<file path="config.mk">
export PLATFORM = sky130hd
export DESIGN_NAME = decimal_digit_display_splitter_top
export DESIGN_NICKNAME = d
export VERILOG_FILES = /design/src/sv/ddsp_pkg.sv /design/src/sv/ddsp_scale.sv /design/src/sv/ddsp_cell.sv /design/src/sv/ddsp_conv.sv /design/src/sv/ddsp_emit.sv /design/src/sv/decimal_digit_display_splitter_top.sv
export SDC_FILE = /design/constraint.sdc
export NUM_CORES = 2
export LEC_CHECK = 0
export BUFFER_PORTS_ARGS = -buffer_cell sky130_fd_sc_hd__clkbuf_2
export CAP_MARGIN = 20
export CORE_AREA = 2 2 484 486
export DETAILED_ROUTE_END_ITERATION = 6
export DIE_AREA = 0 0 486 488
export PLACE_DENSITY = 0.4
export REMOVE_ABC_BUFFERS = 1
export SLEW_MARGIN = 20
export SYNTH_ARGS = -nofsm -noshare
export SYNTH_HDL_FRONTEND = slang
export SYNTH_SLANG_ARGS = --single-unit
</file>
<file path="constraint.sdc">
create_clock -name clk -period 14.85 [get_ports clk]
set_input_delay 0.7425 -clock clk [delete_from_list [all_inputs] [get_ports clk]]
set_output_delay 0.7425 -clock clk [all_outputs]
set_load 0.1 [all_outputs]
</file>
<file path="src/sv/ddsp_pkg.sv">
// Shared types, constants and the power-of-ten table for the digit splitter.
`timescale 1ns / 1ps

package ddsp_pkg;

    // Defaults and fixed field widths
    localparam int MAX_DIGITS_DEF = 16;
    localparam int READING_W      = 64;
    localparam int FRAC_W         = 16;
    localparam int HALF_W         = READING_W / 2;
    localparam int MULT_W         = 24;                  // holds 10^7
    localparam int PROD_W         = HALF_W + MULT_W;
    localparam int SUM_W          = PROD_W + HALF_W;
    localparam int COUNT_W        = 5;
    localparam int PLACES_W       = 3;
    localparam int CODE_W         = 4;
    localparam int POS_W          = 4;
    localparam int CFG_INDEX_W    = 2;
    localparam int CFG_DATA_W     = 5;

    // Double-dabble converter: enough BCD cells for any 64-bit value
    localparam int BCD_CELLS      = 20;
    localparam int STEP_BITS      = 4;                   // bits shifted in per step
    localparam int CONV_STEPS     = READING_W / STEP_BITS;
    localparam int STEP_CNT_W     = $clog2(CONV_STEPS);

    localparam logic [SUM_W-1:0]  ROUND_HALF = SUM_W'(1) << (FRAC_W - 1);
    localparam logic [CODE_W-1:0] TUBE_BLANK = 4'd10;

    typedef enum logic [CFG_INDEX_W-1:0] {
        REG_DIGIT_COUNT    = 2'd0,
        REG_SHOW_ZEROS     = 2'd1,
        REG_DECIMAL_PLACES = 2'd2
    } cfg_reg_t;

    typedef struct packed {
        logic [COUNT_W-1:0]  digit_count;
        logic                show_leading_zeros;
        logic [PLACES_W-1:0] decimal_places;
    } cfg_t;

    typedef struct packed {
        logic                 has_value;
        logic [READING_W-1:0] reading;
    } in_item_t;

    typedef struct packed {
        logic [POS_W-1:0]  position;
        logic [CODE_W-1:0] tube_code;
        logic              overflowed;
        logic              last_digit;
    } out_item_t;

    // Scaled reading handed to the converter
    typedef struct packed {
        logic                 has_value;
        logic                 wide_ovf;
        logic [READING_W-1:0] value;
    } scaled_t;

    // Finished BCD digits handed to the emitter, cell 0 least significant
    typedef struct packed {
        logic                              has_value;
        logic                              wide_ovf;
        logic [BCD_CELLS-1:0][CODE_W-1:0]  digits;
    } bcd_t;

    function automatic logic [MULT_W-1:0] pow10(input logic [PLACES_W-1:0] places);
        logic [MULT_W-1:0] m;
        unique case (places)
            3'd0:    m = 24'd1;
            3'd1:    m = 24'd10;
            3'd2:    m = 24'd100;
            3'd3:    m = 24'd1000;
            3'd4:    m = 24'd10000;
            3'd5:    m = 24'd100000;
            3'd6:    m = 24'd1000000;
            default: m = 24'd10000000;
        endcase
        return m;
    endfunction

endpackage

</file>
<file path="src/sv/ddsp_scale.sv">
// Two-stage scaler: partial products by 10^places, then round and shift out the fraction.
`timescale 1ns / 1ps

module ddsp_scale (
    input  logic                      clk,
    input  logic                      rst_n,
    input  logic                      in_valid,
    output logic                      in_ready,
    input  ddsp_pkg::in_item_t        in_item,
    input  logic [ddsp_pkg::PLACES_W-1:0] places,
    output logic                      out_valid,
    input  logic                      out_ready,
    output ddsp_pkg::scaled_t         out_item
);

    logic                          a_valid_reg, a_valid_next;
    logic                          a_has_reg, a_has_next;
    logic [ddsp_pkg::PROD_W-1:0]   lo_reg, lo_next;
    logic [ddsp_pkg::PROD_W-1:0]   hi_reg, hi_next;
    logic                          b_valid_reg, b_valid_next;
    ddsp_pkg::scaled_t             b_reg, b_next;
    logic [ddsp_pkg::MULT_W-1:0]   mult;
    logic [ddsp_pkg::SUM_W-1:0]    sum;
    logic                          a_take, b_take;

    assign b_take   = !b_valid_reg || out_ready;
    assign a_take   = !a_valid_reg || b_take;
    assign in_ready = a_take;
    assign mult     = ddsp_pkg::pow10(places);

    // full sum = hi * 2^32 + lo + 2^15; bits above the 64-bit window mean overflow
    assign sum = {hi_reg, {ddsp_pkg::HALF_W{1'b0}}}
               + ddsp_pkg::SUM_W'(lo_reg)
               + ddsp_pkg::ROUND_HALF;

    always_comb
    begin
        a_valid_next = a_valid_reg;
        a_has_next   = a_has_reg;
        lo_next      = lo_reg;
        hi_next      = hi_reg;
        if (a_take)
        begin
            a_valid_next = in_valid;
            a_has_next   = in_item.has_value;
            lo_next      = {{ddsp_pkg::MULT_W{1'b0}}, in_item.reading[ddsp_pkg::HALF_W-1:0]}
                         * {{ddsp_pkg::HALF_W{1'b0}}, mult};
            hi_next      = {{ddsp_pkg::MULT_W{1'b0}},
                            in_item.reading[ddsp_pkg::READING_W-1:ddsp_pkg::HALF_W]}
                         * {{ddsp_pkg::HALF_W{1'b0}}, mult};
        end
    end

    always_comb
    begin
        b_valid_next = b_valid_reg;
        b_next       = b_reg;
        if (b_take)
        begin
            b_valid_next     = a_valid_reg;
            b_next.has_value = a_has_reg;
            b_next.value     = sum[ddsp_pkg::FRAC_W +: ddsp_pkg::READING_W];
            b_next.wide_ovf  = |sum[ddsp_pkg::SUM_W-1:ddsp_pkg::FRAC_W+ddsp_pkg::READING_W];
        end
    end

    always_ff @(posedge clk or negedge rst_n)
    begin
        if (!rst_n)
        begin
            a_valid_reg <= 1'b0;
            b_valid_reg <= 1'b0;
        end
        else
        begin
            a_valid_reg <= a_valid_next;
            b_valid_reg <= b_valid_next;
        end
    end

    always_ff @(posedge clk)
    begin
        a_has_reg <= a_has_next;
        lo_reg    <= lo_next;
        hi_reg    <= hi_next;
        b_reg     <= b_next;
    end

    assign out_valid = b_valid_reg;
    assign out_item  = b_reg;

endmodule

</file>
<file path="src/sv/ddsp_cell.sv">
// One BCD digit cell of the double-dabble chain, four add-3/shift steps per cycle.
`timescale 1ns / 1ps

module ddsp_cell (
    input  logic                            clk,
    input  logic                            clear,
    input  logic                            step,
    input  logic [ddsp_pkg::STEP_BITS-1:0]  in_bits,   // msb enters first
    output logic [ddsp_pkg::STEP_BITS-1:0]  out_bits,  // to next higher cell
    output logic [ddsp_pkg::CODE_W-1:0]     stepped    // digit after this step
);

    logic [ddsp_pkg::CODE_W-1:0] digit_reg, digit_next;

    always_comb
    begin
        logic [ddsp_pkg::CODE_W-1:0] d;
        d        = digit_reg;
        out_bits = '0;
        for (int s = 0; s < ddsp_pkg::STEP_BITS; s++)
        begin
            if (d >= 4'd5)
                d = d + 4'd3;
            out_bits[ddsp_pkg::STEP_BITS-1-s] = d[ddsp_pkg::CODE_W-1];
            d = {d[ddsp_pkg::CODE_W-2:0], in_bits[ddsp_pkg::STEP_BITS-1-s]};
        end
        stepped = d;
    end

    always_comb
    begin
        if (clear)
            digit_next = '0;
        else if (step)
            digit_next = stepped;
        else
            digit_next = digit_reg;
    end

    always_ff @(posedge clk)
    begin
        digit_reg <= digit_next;
    end

endmodule

</file>
<file path="src/sv/ddsp_conv.sv">
// Binary to BCD converter: a row of digit cells fed four bits a step from a shift register.
`timescale 1ns / 1ps

module ddsp_conv (
    input  logic              clk,
    input  logic              rst_n,
    input  logic              in_valid,
    output logic              in_ready,
    input  ddsp_pkg::scaled_t in_item,
    output logic              out_valid,
    input  logic              out_ready,
    output ddsp_pkg::bcd_t    out_item
);

    logic                                 valid_reg, valid_next;
    logic [ddsp_pkg::STEP_CNT_W-1:0]      cnt_reg, cnt_next;
    logic [ddsp_pkg::READING_W-1:0]       bin_reg, bin_next;
    logic                                 has_reg, has_next;
    logic                                 wovf_reg, wovf_next;
    logic                                 last_step, hand, load, step;
    logic [ddsp_pkg::STEP_BITS-1:0]       chain [ddsp_pkg::BCD_CELLS];
    logic [ddsp_pkg::BCD_CELLS-1:0][ddsp_pkg::CODE_W-1:0] stepped;

    assign last_step = (cnt_reg == ddsp_pkg::STEP_CNT_W'(ddsp_pkg::CONV_STEPS - 1));
    // final step and hand-off happen together; hold if the emitter is still busy
    assign hand      = valid_reg && last_step && out_ready;
    assign step      = valid_reg && (!last_step || out_ready);
    assign in_ready  = !valid_reg || hand;
    assign load      = in_valid && in_ready;

    assign chain[0] = bin_reg[ddsp_pkg::READING_W-1 -: ddsp_pkg::STEP_BITS];

    for (genvar j = 0; j < ddsp_pkg::BCD_CELLS; j++)
    begin : g_cell
        if (j < ddsp_pkg::BCD_CELLS - 1)
        begin : g_mid
            ddsp_cell u_cell (
                .clk      (clk),
                .clear    (load),
                .step     (step),
                .in_bits  (chain[j]),
                .out_bits (chain[j+1]),
                .stepped  (stepped[j])
            );
        end
        else
        begin : g_top
            // top cell never carries out: 20 digits cover 64 bits
            ddsp_cell u_cell (
                .clk      (clk),
                .clear    (load),
                .step     (step),
                .in_bits  (chain[j]),
                .out_bits (),
                .stepped  (stepped[j])
            );
        end
    end

    always_comb
    begin
        valid_next = valid_reg;
        cnt_next   = cnt_reg;
        bin_next   = bin_reg;
        has_next   = has_reg;
        wovf_next  = wovf_reg;
        if (hand)
            valid_next = 1'b0;
        if (step)
        begin
            cnt_next = cnt_reg + 1'b1;
            bin_next = bin_reg << ddsp_pkg::STEP_BITS;
        end
        if (load)
        begin
            valid_next = 1'b1;
            cnt_next   = '0;
            bin_next   = in_item.value;
            has_next   = in_item.has_value;
            wovf_next  = in_item.wide_ovf;
        end
    end

    always_ff @(posedge clk or negedge rst_n)
    begin
        if (!rst_n)
        begin
            valid_reg <= 1'b0;
            cnt_reg   <= '0;
        end
        else
        begin
            valid_reg <= valid_next;
            cnt_reg   <= cnt_next;
        end
    end

    always_ff @(posedge clk)
    begin
        bin_reg  <= bin_next;
        has_reg  <= has_next;
        wovf_reg <= wovf_next;
    end

    assign out_valid          = hand;
    assign out_item.has_value = has_reg;
    assign out_item.wide_ovf  = wovf_reg;
    assign out_item.digits    = stepped;

endmodule

</file>
<file path="src/sv/ddsp_emit.sv">
// Digit emitter: overflow check, one tube code a cycle, leading-zero blanking.
`timescale 1ns / 1ps

module ddsp_emit #(
    parameter int MAX_DIGITS = ddsp_pkg::MAX_DIGITS_DEF
) (
    input  logic                clk,
    input  logic                rst_n,
    input  ddsp_pkg::cfg_t      cfg,
    input  logic                in_valid,
    output logic                in_ready,
    input  ddsp_pkg::bcd_t      in_item,
    output logic                result_valid,
    output ddsp_pkg::out_item_t result
);

    localparam int IW = (MAX_DIGITS > 1) ? $clog2(MAX_DIGITS) : 1;

    logic [ddsp_pkg::CODE_W-1:0]   digit_reg [MAX_DIGITS];
    logic                          active_reg, active_next;
    logic [IW-1:0]                 idx_reg, idx_next;     // digit index, counts down
    logic [IW-1:0]                 pos_reg, pos_next;     // tube position, counts up
    logic                          has_reg, has_next;
    logic                          ovf_reg, ovf_next;
    logic                          hz_reg, hz_next;       // all higher digits zero
    logic                          out_valid_reg, out_valid_next;
    ddsp_pkg::out_item_t           out_reg, out_next;
    logic [ddsp_pkg::COUNT_W-1:0]  eff_count;
    logic                          in_ovf;
    logic                          load, last;
    logic [ddsp_pkg::CODE_W-1:0]   cur, code;

    always_comb
    begin
        if (cfg.digit_count == '0)
            eff_count = ddsp_pkg::COUNT_W'(1);
        else if (cfg.digit_count > ddsp_pkg::COUNT_W'(MAX_DIGITS))
            eff_count = ddsp_pkg::COUNT_W'(MAX_DIGITS);
        else
            eff_count = cfg.digit_count;
    end

    // any nonzero digit above the shown ones means the value does not fit
    always_comb
    begin
        in_ovf = in_item.wide_ovf;
        for (int k = 0; k < ddsp_pkg::BCD_CELLS; k++)
        begin
            if ((ddsp_pkg::COUNT_W'(k) >= eff_count) && (in_item.digits[k] != '0))
                in_ovf = 1'b1;
        end
        in_ovf = in_ovf && in_item.has_value;
    end

    assign last     = (idx_reg == '0);
    assign in_ready = !active_reg || last;
    assign load     = in_valid && in_ready;
    assign cur      = digit_reg[idx_reg];

    always_comb
    begin
        priority if (!has_reg || ovf_reg)
            code = ddsp_pkg::TUBE_BLANK;
        else if ((cur == '0) && !last && hz_reg && !cfg.show_leading_zeros)
            code = ddsp_pkg::TUBE_BLANK;
        else
            code = cur;
    end

    always_comb
    begin
        active_next    = active_reg;
        idx_next       = idx_reg;
        pos_next       = pos_reg;
        has_next       = has_reg;
        ovf_next       = ovf_reg;
        hz_next        = hz_reg;
        out_valid_next = active_reg;
        out_next       = out_reg;
        if (active_reg)
        begin
            out_next.position   = ddsp_pkg::POS_W'(pos_reg);
            out_next.tube_code  = code;
            out_next.overflowed = ovf_reg;
            out_next.last_digit = last;
            idx_next            = idx_reg - 1'b1;
            pos_next            = pos_reg + 1'b1;
            hz_next             = hz_reg && (cur == '0);
            if (last)
                active_next = 1'b0;
        end
        if (load)
        begin
            active_next = 1'b1;
            idx_next    = IW'(eff_count - 1'b1);
            pos_next    = '0;
            has_next    = in_item.has_value;
            ovf_next    = in_ovf;
            hz_next     = 1'b1;
        end
    end

    always_ff @(posedge clk or negedge rst_n)
    begin
        if (!rst_n)
        begin
            active_reg    <= 1'b0;
            out_valid_reg <= 1'b0;
            idx_reg       <= '0;
        end
        else
        begin
            active_reg    <= active_next;
            out_valid_reg <= out_valid_next;
            idx_reg       <= idx_next;
        end
    end

    always_ff @(posedge clk)
    begin
        pos_reg <= pos_next;
        has_reg <= has_next;
        ovf_reg <= ovf_next;
        hz_reg  <= hz_next;
        out_reg <= out_next;
        if (load)
        begin
            for (int k = 0; k < MAX_DIGITS; k++)
                digit_reg[k] <= in_item.digits[k];
        end
    end

    assign result_valid = out_valid_reg;
    assign result       = out_reg;

endmodule

</file>
<file path="src/sv/decimal_digit_display_splitter_top.sv">
// Top level of the decimal digit display splitter: config registers, scaler, converter, emitter.
`timescale 1ns / 1ps

// Channel    Handshake               Payload                      Notes
// ---------  ----------------------  ---------------------------  --------------------------
// operand    start / busy            in_item_t (has_value,        taken when start && !busy
//                                    reading Q48.16)
// result     result_valid strobe     out_item_t (position,        one cycle each, no stall
//                                    tube_code, overflowed,
//                                    last_digit)
// cfg        cfg_valid / cfg_ready   cfg_index, cfg_data          ready always high
//
// Path: two scaling stages (partial products, then round), then the double-dabble cell
// row (4 bits a step), then the emitter's output register; from there the tubes of an
// item follow on consecutive cycles.
// The cell row takes 16 steps per item and the emitter shows one tube a cycle; new
// readings are taken while earlier ones are still in flight. Up to four items are in
// flight: two in the scaler, one in the cell row, one in the emitter.
// Reset clears the pipeline valids and loads the register defaults (1 digit, blanking on,
// no decimal places). The receiver cannot stall. With up to 16 tubes the emitter is always
// free when the cell row hands over, so busy rises only once both scaler stages hold items
// while the cell row is still converting.

module decimal_digit_display_splitter_top #(
    parameter int MAX_DIGITS = ddsp_pkg::MAX_DIGITS_DEF
) (
    input  logic                                clk,
    input  logic                                rst_n,
    input  logic                                start,
    output logic                                busy,
    input  ddsp_pkg::in_item_t                  operand,
    output logic                                result_valid,
    output ddsp_pkg::out_item_t                 result,
    input  logic                                cfg_valid,
    output logic                                cfg_ready,
    input  logic [ddsp_pkg::CFG_INDEX_W-1:0]    cfg_index,
    input  logic [ddsp_pkg::CFG_DATA_W-1:0]     cfg_data
);

    ddsp_pkg::cfg_t     cfg_reg, cfg_next;
    logic               scale_ready;
    logic               scaled_valid, conv_ready;
    ddsp_pkg::scaled_t  scaled;
    logic               bcd_valid, emit_ready;
    ddsp_pkg::bcd_t     bcd;

    // Config registers; writes must be issued only while idle, the block does not enforce it
    assign cfg_ready = 1'b1;

    always_comb
    begin
        cfg_next = cfg_reg;
        if (cfg_valid && cfg_ready)
        begin
            unique case (ddsp_pkg::cfg_reg_t'(cfg_index))
                ddsp_pkg::REG_DIGIT_COUNT:
                    cfg_next.digit_count = cfg_data[ddsp_pkg::COUNT_W-1:0];
                ddsp_pkg::REG_SHOW_ZEROS:
                    cfg_next.show_leading_zeros = cfg_data[0];
                ddsp_pkg::REG_DECIMAL_PLACES:
                    cfg_next.decimal_places = cfg_data[ddsp_pkg::PLACES_W-1:0];
                default:
                    cfg_next = cfg_reg;     // unused index, write dropped
            endcase
        end
    end

    always_ff @(posedge clk or negedge rst_n)
    begin
        if (!rst_n)
        begin
            cfg_reg.digit_count        <= ddsp_pkg::COUNT_W'(1);
            cfg_reg.show_leading_zeros <= 1'b0;
            cfg_reg.decimal_places     <= '0;
        end
        else
        begin
            cfg_reg <= cfg_next;
        end
    end

    // Front end: reading * 10^places, rounded half up, fraction dropped
    ddsp_scale u_scale (
        .clk       (clk),
        .rst_n     (rst_n),
        .in_valid  (start),
        .in_ready  (scale_ready),
        .in_item   (operand),
        .places    (cfg_reg.decimal_places),
        .out_valid (scaled_valid),
        .out_ready (conv_ready),
        .out_item  (scaled)
    );

    assign busy = !scale_ready;

    // Row of BCD cells; hands all 20 digits over on its final step
    ddsp_conv u_conv (
        .clk       (clk),
        .rst_n     (rst_n),
        .in_valid  (scaled_valid),
        .in_ready  (conv_ready),
        .in_item   (scaled),
        .out_valid (bcd_valid),
        .out_ready (emit_ready),
        .out_item  (bcd)
    );

    // Serializer: one tube per cycle, leftmost first
    ddsp_emit #(
        .MAX_DIGITS (MAX_DIGITS)
    ) u_emit (
        .clk          (clk),
        .rst_n        (rst_n),
        .cfg          (cfg_reg),
        .in_valid     (bcd_valid),
        .in_ready     (emit_ready),
        .in_item      (bcd),
        .result_valid (result_valid),
        .result       (result)
    );

    // An overflowed display is all blank
    a_ovf_blank: assert property (@(posedge clk) disable iff (!rst_n)
        result_valid && result.overflowed |-> result.tube_code == ddsp_pkg::TUBE_BLANK)
        else $error("overflowed result shows a digit");

    // Tube codes stay within digits and blank
    a_code_range: assert property (@(posedge clk) disable iff (!rst_n)
        result_valid |-> result.tube_code <= ddsp_pkg::TUBE_BLANK)
        else $error("tube code out of range");

    // A run continues without gaps until its last digit, positions stepping by one
    a_run_contig: assert property (@(posedge clk) disable iff (!rst_n)
        result_valid && !result.last_digit |=>
            result_valid &&
            (result.position == ddsp_pkg::POS_W'($past(result.position) + 1'b1)))
        else $error("digit run broken");

    // A new run always starts at the leftmost tube
    a_run_start: assert property (@(posedge clk) disable iff (!rst_n)
        result_valid && result.last_digit |=>
            !result_valid || (result.position == '0))
        else $error("run does not start at position 0");

endmodule

</file>
==> flow_summary_export.csv <==
group,metric,value,unit
status,status,"finished, violations left",
status,violations,"design-rule violations",
floorplanning,die_area,0.2372,mm²
sta,final.setup.tns,0,ns
sta,hold_viol,0,
worst_setup_path,worst-setup-path-type,"reg2reg",
worst_setup_path,endpoint_kind,"register",
floorplanning,chipWidth,486,µm
synth,yosysUniqueCellTypes,95,
detailed_routing,vias,48630,
synth,synth_top_cell_by_area,"fa_1",
worst_setup_path,critPathMaxFanout,72,
synth,synthFlopType,"edfxtp_1",
sta,period_share,72.86,%
synth,syn_area,0.06927,mm²
sta,fin_skew,0.04845,ns
floorplanning,initial_core_util,29.88,%
synth,synthCells,7316,
placement,dp_hpwl,164200,µm
worst_setup_path,r2r_cells,29,
cts,worstSkewPairLatency,0.67,ns
worst_setup_path,path_buf_inv,7,
placement,dpl-instance-area,0.07290,mm²
synth,synth_seq_area_share,16.52,%
cts,postCtsHoldBufs,0,
final_layout,final_nets,9066,
synth,syn_area_per_cell,9.469,µm²
cts,cts.sinks,413,
final_layout,design_area,0.07469,mm²
worst_setup_path,rrSetupSlack,4.03,ns
floorplanning,die_h,488,µm
placement,routabilityCongestion,0.8007,
cts,post_cts_buffers,0,
worst_setup_path,r2r-start,"cfg_reg[2]",
detailed_routing,vias_per_cell,4.721,
global_routing,antenna_found_initial,12,
global_routing,grtUsageTotal,17.54,%
synth,async_flop_share,5.327,%
global_routing,grt_overflow,0,
global_routing,grt_pass1_vias,52520,
worst_setup_path,cp_slowest_cell,"dfrtp_4",
cts,cts_resized,0,
min_path,hold_class,"in2async",
final_layout,largest_reg_flops,76,
placement,io_buffers,87,
sta,rsz0062_at_grt,"false",
worst_setup_path,crit_top_cell,"fa_1",
sta,max-slew-margin-rel,25.39,%
synth,synth_edf_count,306,
detailed_routing,dr.pass1.iters,7,
worst_setup_path,r2r-end,"u_scale.hi_reg[55]",
cts,clock_path_buffers,3,
floorplanning,rows,177,
sta,worstMarginPinSlew,1.119,ns
floorplanning,core_area,0.2319,mm²
sta,maxSlewViolCount,0,
sta,fmax,92.42,MHz
synth,synth_top_area_share,32.63,%
worst_setup_path,cp-startpoint,"cfg_reg[2]",
worst_setup_path,slowest_delay,1.02,ns
sta,min_period,10.82,ns
detailed_routing,drt_iter0_markers,2229,
detailed_routing,ant_nets,0,
synth,yosys_warnings,0,
synth,yosys-top-cells-area,"fa_1, edfxtp_1, ha_1, inv_1, and2_1",
detailed_routing,drt_wl_total,205400,µm
global_routing,grt_start_max_net_pins,84,
sta,hold_ws,0.2192,ns
cts,cts_root_buf,"clkbuf_16",
synth,ys_ff_latch,413,
cts,cts_tree,"built",
cts,h-tree-depth,2,
detailed_routing,drc,1,
worst_setup_path,worstPathRequired,15.23,ns
cts,cts-buffers-inserted,53,
synth,yosysMostFrequentCell,"inv_1",
synth,yosys-top-cells-count,"inv_1, fa_1, nand2_1",
final_layout,drive_gt1_share,4.604,%
final_layout,synthToLayoutAreaGrowth,7.826,%
detailed_routing,wl_per_cell,19.94,µm
floorplanning,num_io_pins,89,
worst_setup_path,worst_setup_path_start_kind,"register",
final_layout,final_core_util,32.21,%
worst_setup_path,worstPathArrival,11.20,ns
cts,clkTransAtPathRegs,0.06,ns
job,maxCapViolations,0,
sta,finalSetupViolCount,0,
global_routing,grt_pass1_wl,323100,µm
worst_setup_path,cp.depth,29,
worst_setup_path,crit_end,"u_scale.hi_reg[55]",
worst_setup_path,cpLargestDelayFamily,"adder cells",
[metal layers]
metal / wire [µm] / vias up / global-route usage, % / share of wire, %
li1: - / 23100 / - / -
met1: 101000 / 24820 / 25.38 / 49
met2: 96740 / 590 / 29.32 / 47
met3: 5576 / 121 / 1.337 / 2.7
met4: 2132 / 0 / 2.113 / 1.0
met5: 0 / - / 0 / 0
[area by class of cell]
cell class / count / area (µm²)
antenna: 3 / 7.507
clock buffer: 68 / 1434
clock inverter: 31 / 352.8
fill: 24020 / 157200
inverter: 1474 / 5535
multi-input combinational: 5141 / 51340
sequential: 413 / 11450
tap: 3043 / 3807
timing repair buffer: 128 / 763.2
[worst register-to-register path, delay by kind of cell (launching register included)]
family / cells / cell delay, ns
simple gates: 6 / 1.27
buf+inv: 7 / 1.99
flops: 1 / 1.02
compound gates: 8 / 2.45
fa+ha+maj: 8 / 3.85
[cell usage in the layout (no fill, tap or decap), types with 45 or more instances in the layout]
cell / instances
nor2b_1: 129
a21o_1: 63
nand2b_1: 88
edfxtp_1: 306
nand2_1: 665
nand3_1: 62
fa_1: 1129
xor2_1: 70
a211oi_1: 85
nor2_1: 272
mux2_2: 45
dfxtp_1: 85
clkbuf_2: 87
nor3_1: 78
and3_1: 348
and2_1: 423
clkbuf_16: 54
o21ai_0: 119
xnor2_1: 143
mux2i_1: 98
inv_1: 1468
ha_1: 650
a21oi_1: 175
[how the worst min path moves through the flow]
stage,cells past startpoint,endpoint,startpoint,slack [ns]
after floorplan,0,u_conv.has_reg,u_scale.out_item[65],0.40
after global placement,0,u_conv.wovf_reg,u_scale.out_item[64],0.41
after detailed placement,0,u_conv.wovf_reg,u_scale.out_item[64],0.41
after CTS,1,u_emit.result_valid,rst_n,0.19
after global routing,1,cfg_reg[7],rst_n,0.23
final,1,cfg_reg[7],rst_n,0.22
[through the flow]
stage,instances,setup WS (ns)
2_1_floorplan,7028,1.089
3_3_place_gp,10200,3.919
3_5_place_dp,10200,4.057
4_1_cts,10300,4.018
5_1_grt,10300,3.381
6_report,10300,4.030
[logic make-up after synthesis]
kind of cell	synth area share, %
multiplexers	2.834
adder cells (fa/ha/maj)	44.37
flip-flops	16.52
other	0.005413
buffers and inverters	9.564
AND/OR/NAND/NOR	16.87
AO/OA/AOI/OAI	7.113
XOR/XNOR	2.729
Power is left out: the tool's default activity adds up to more than one toggle a clock period on the data nets, which glitch-free logic cannot reach.
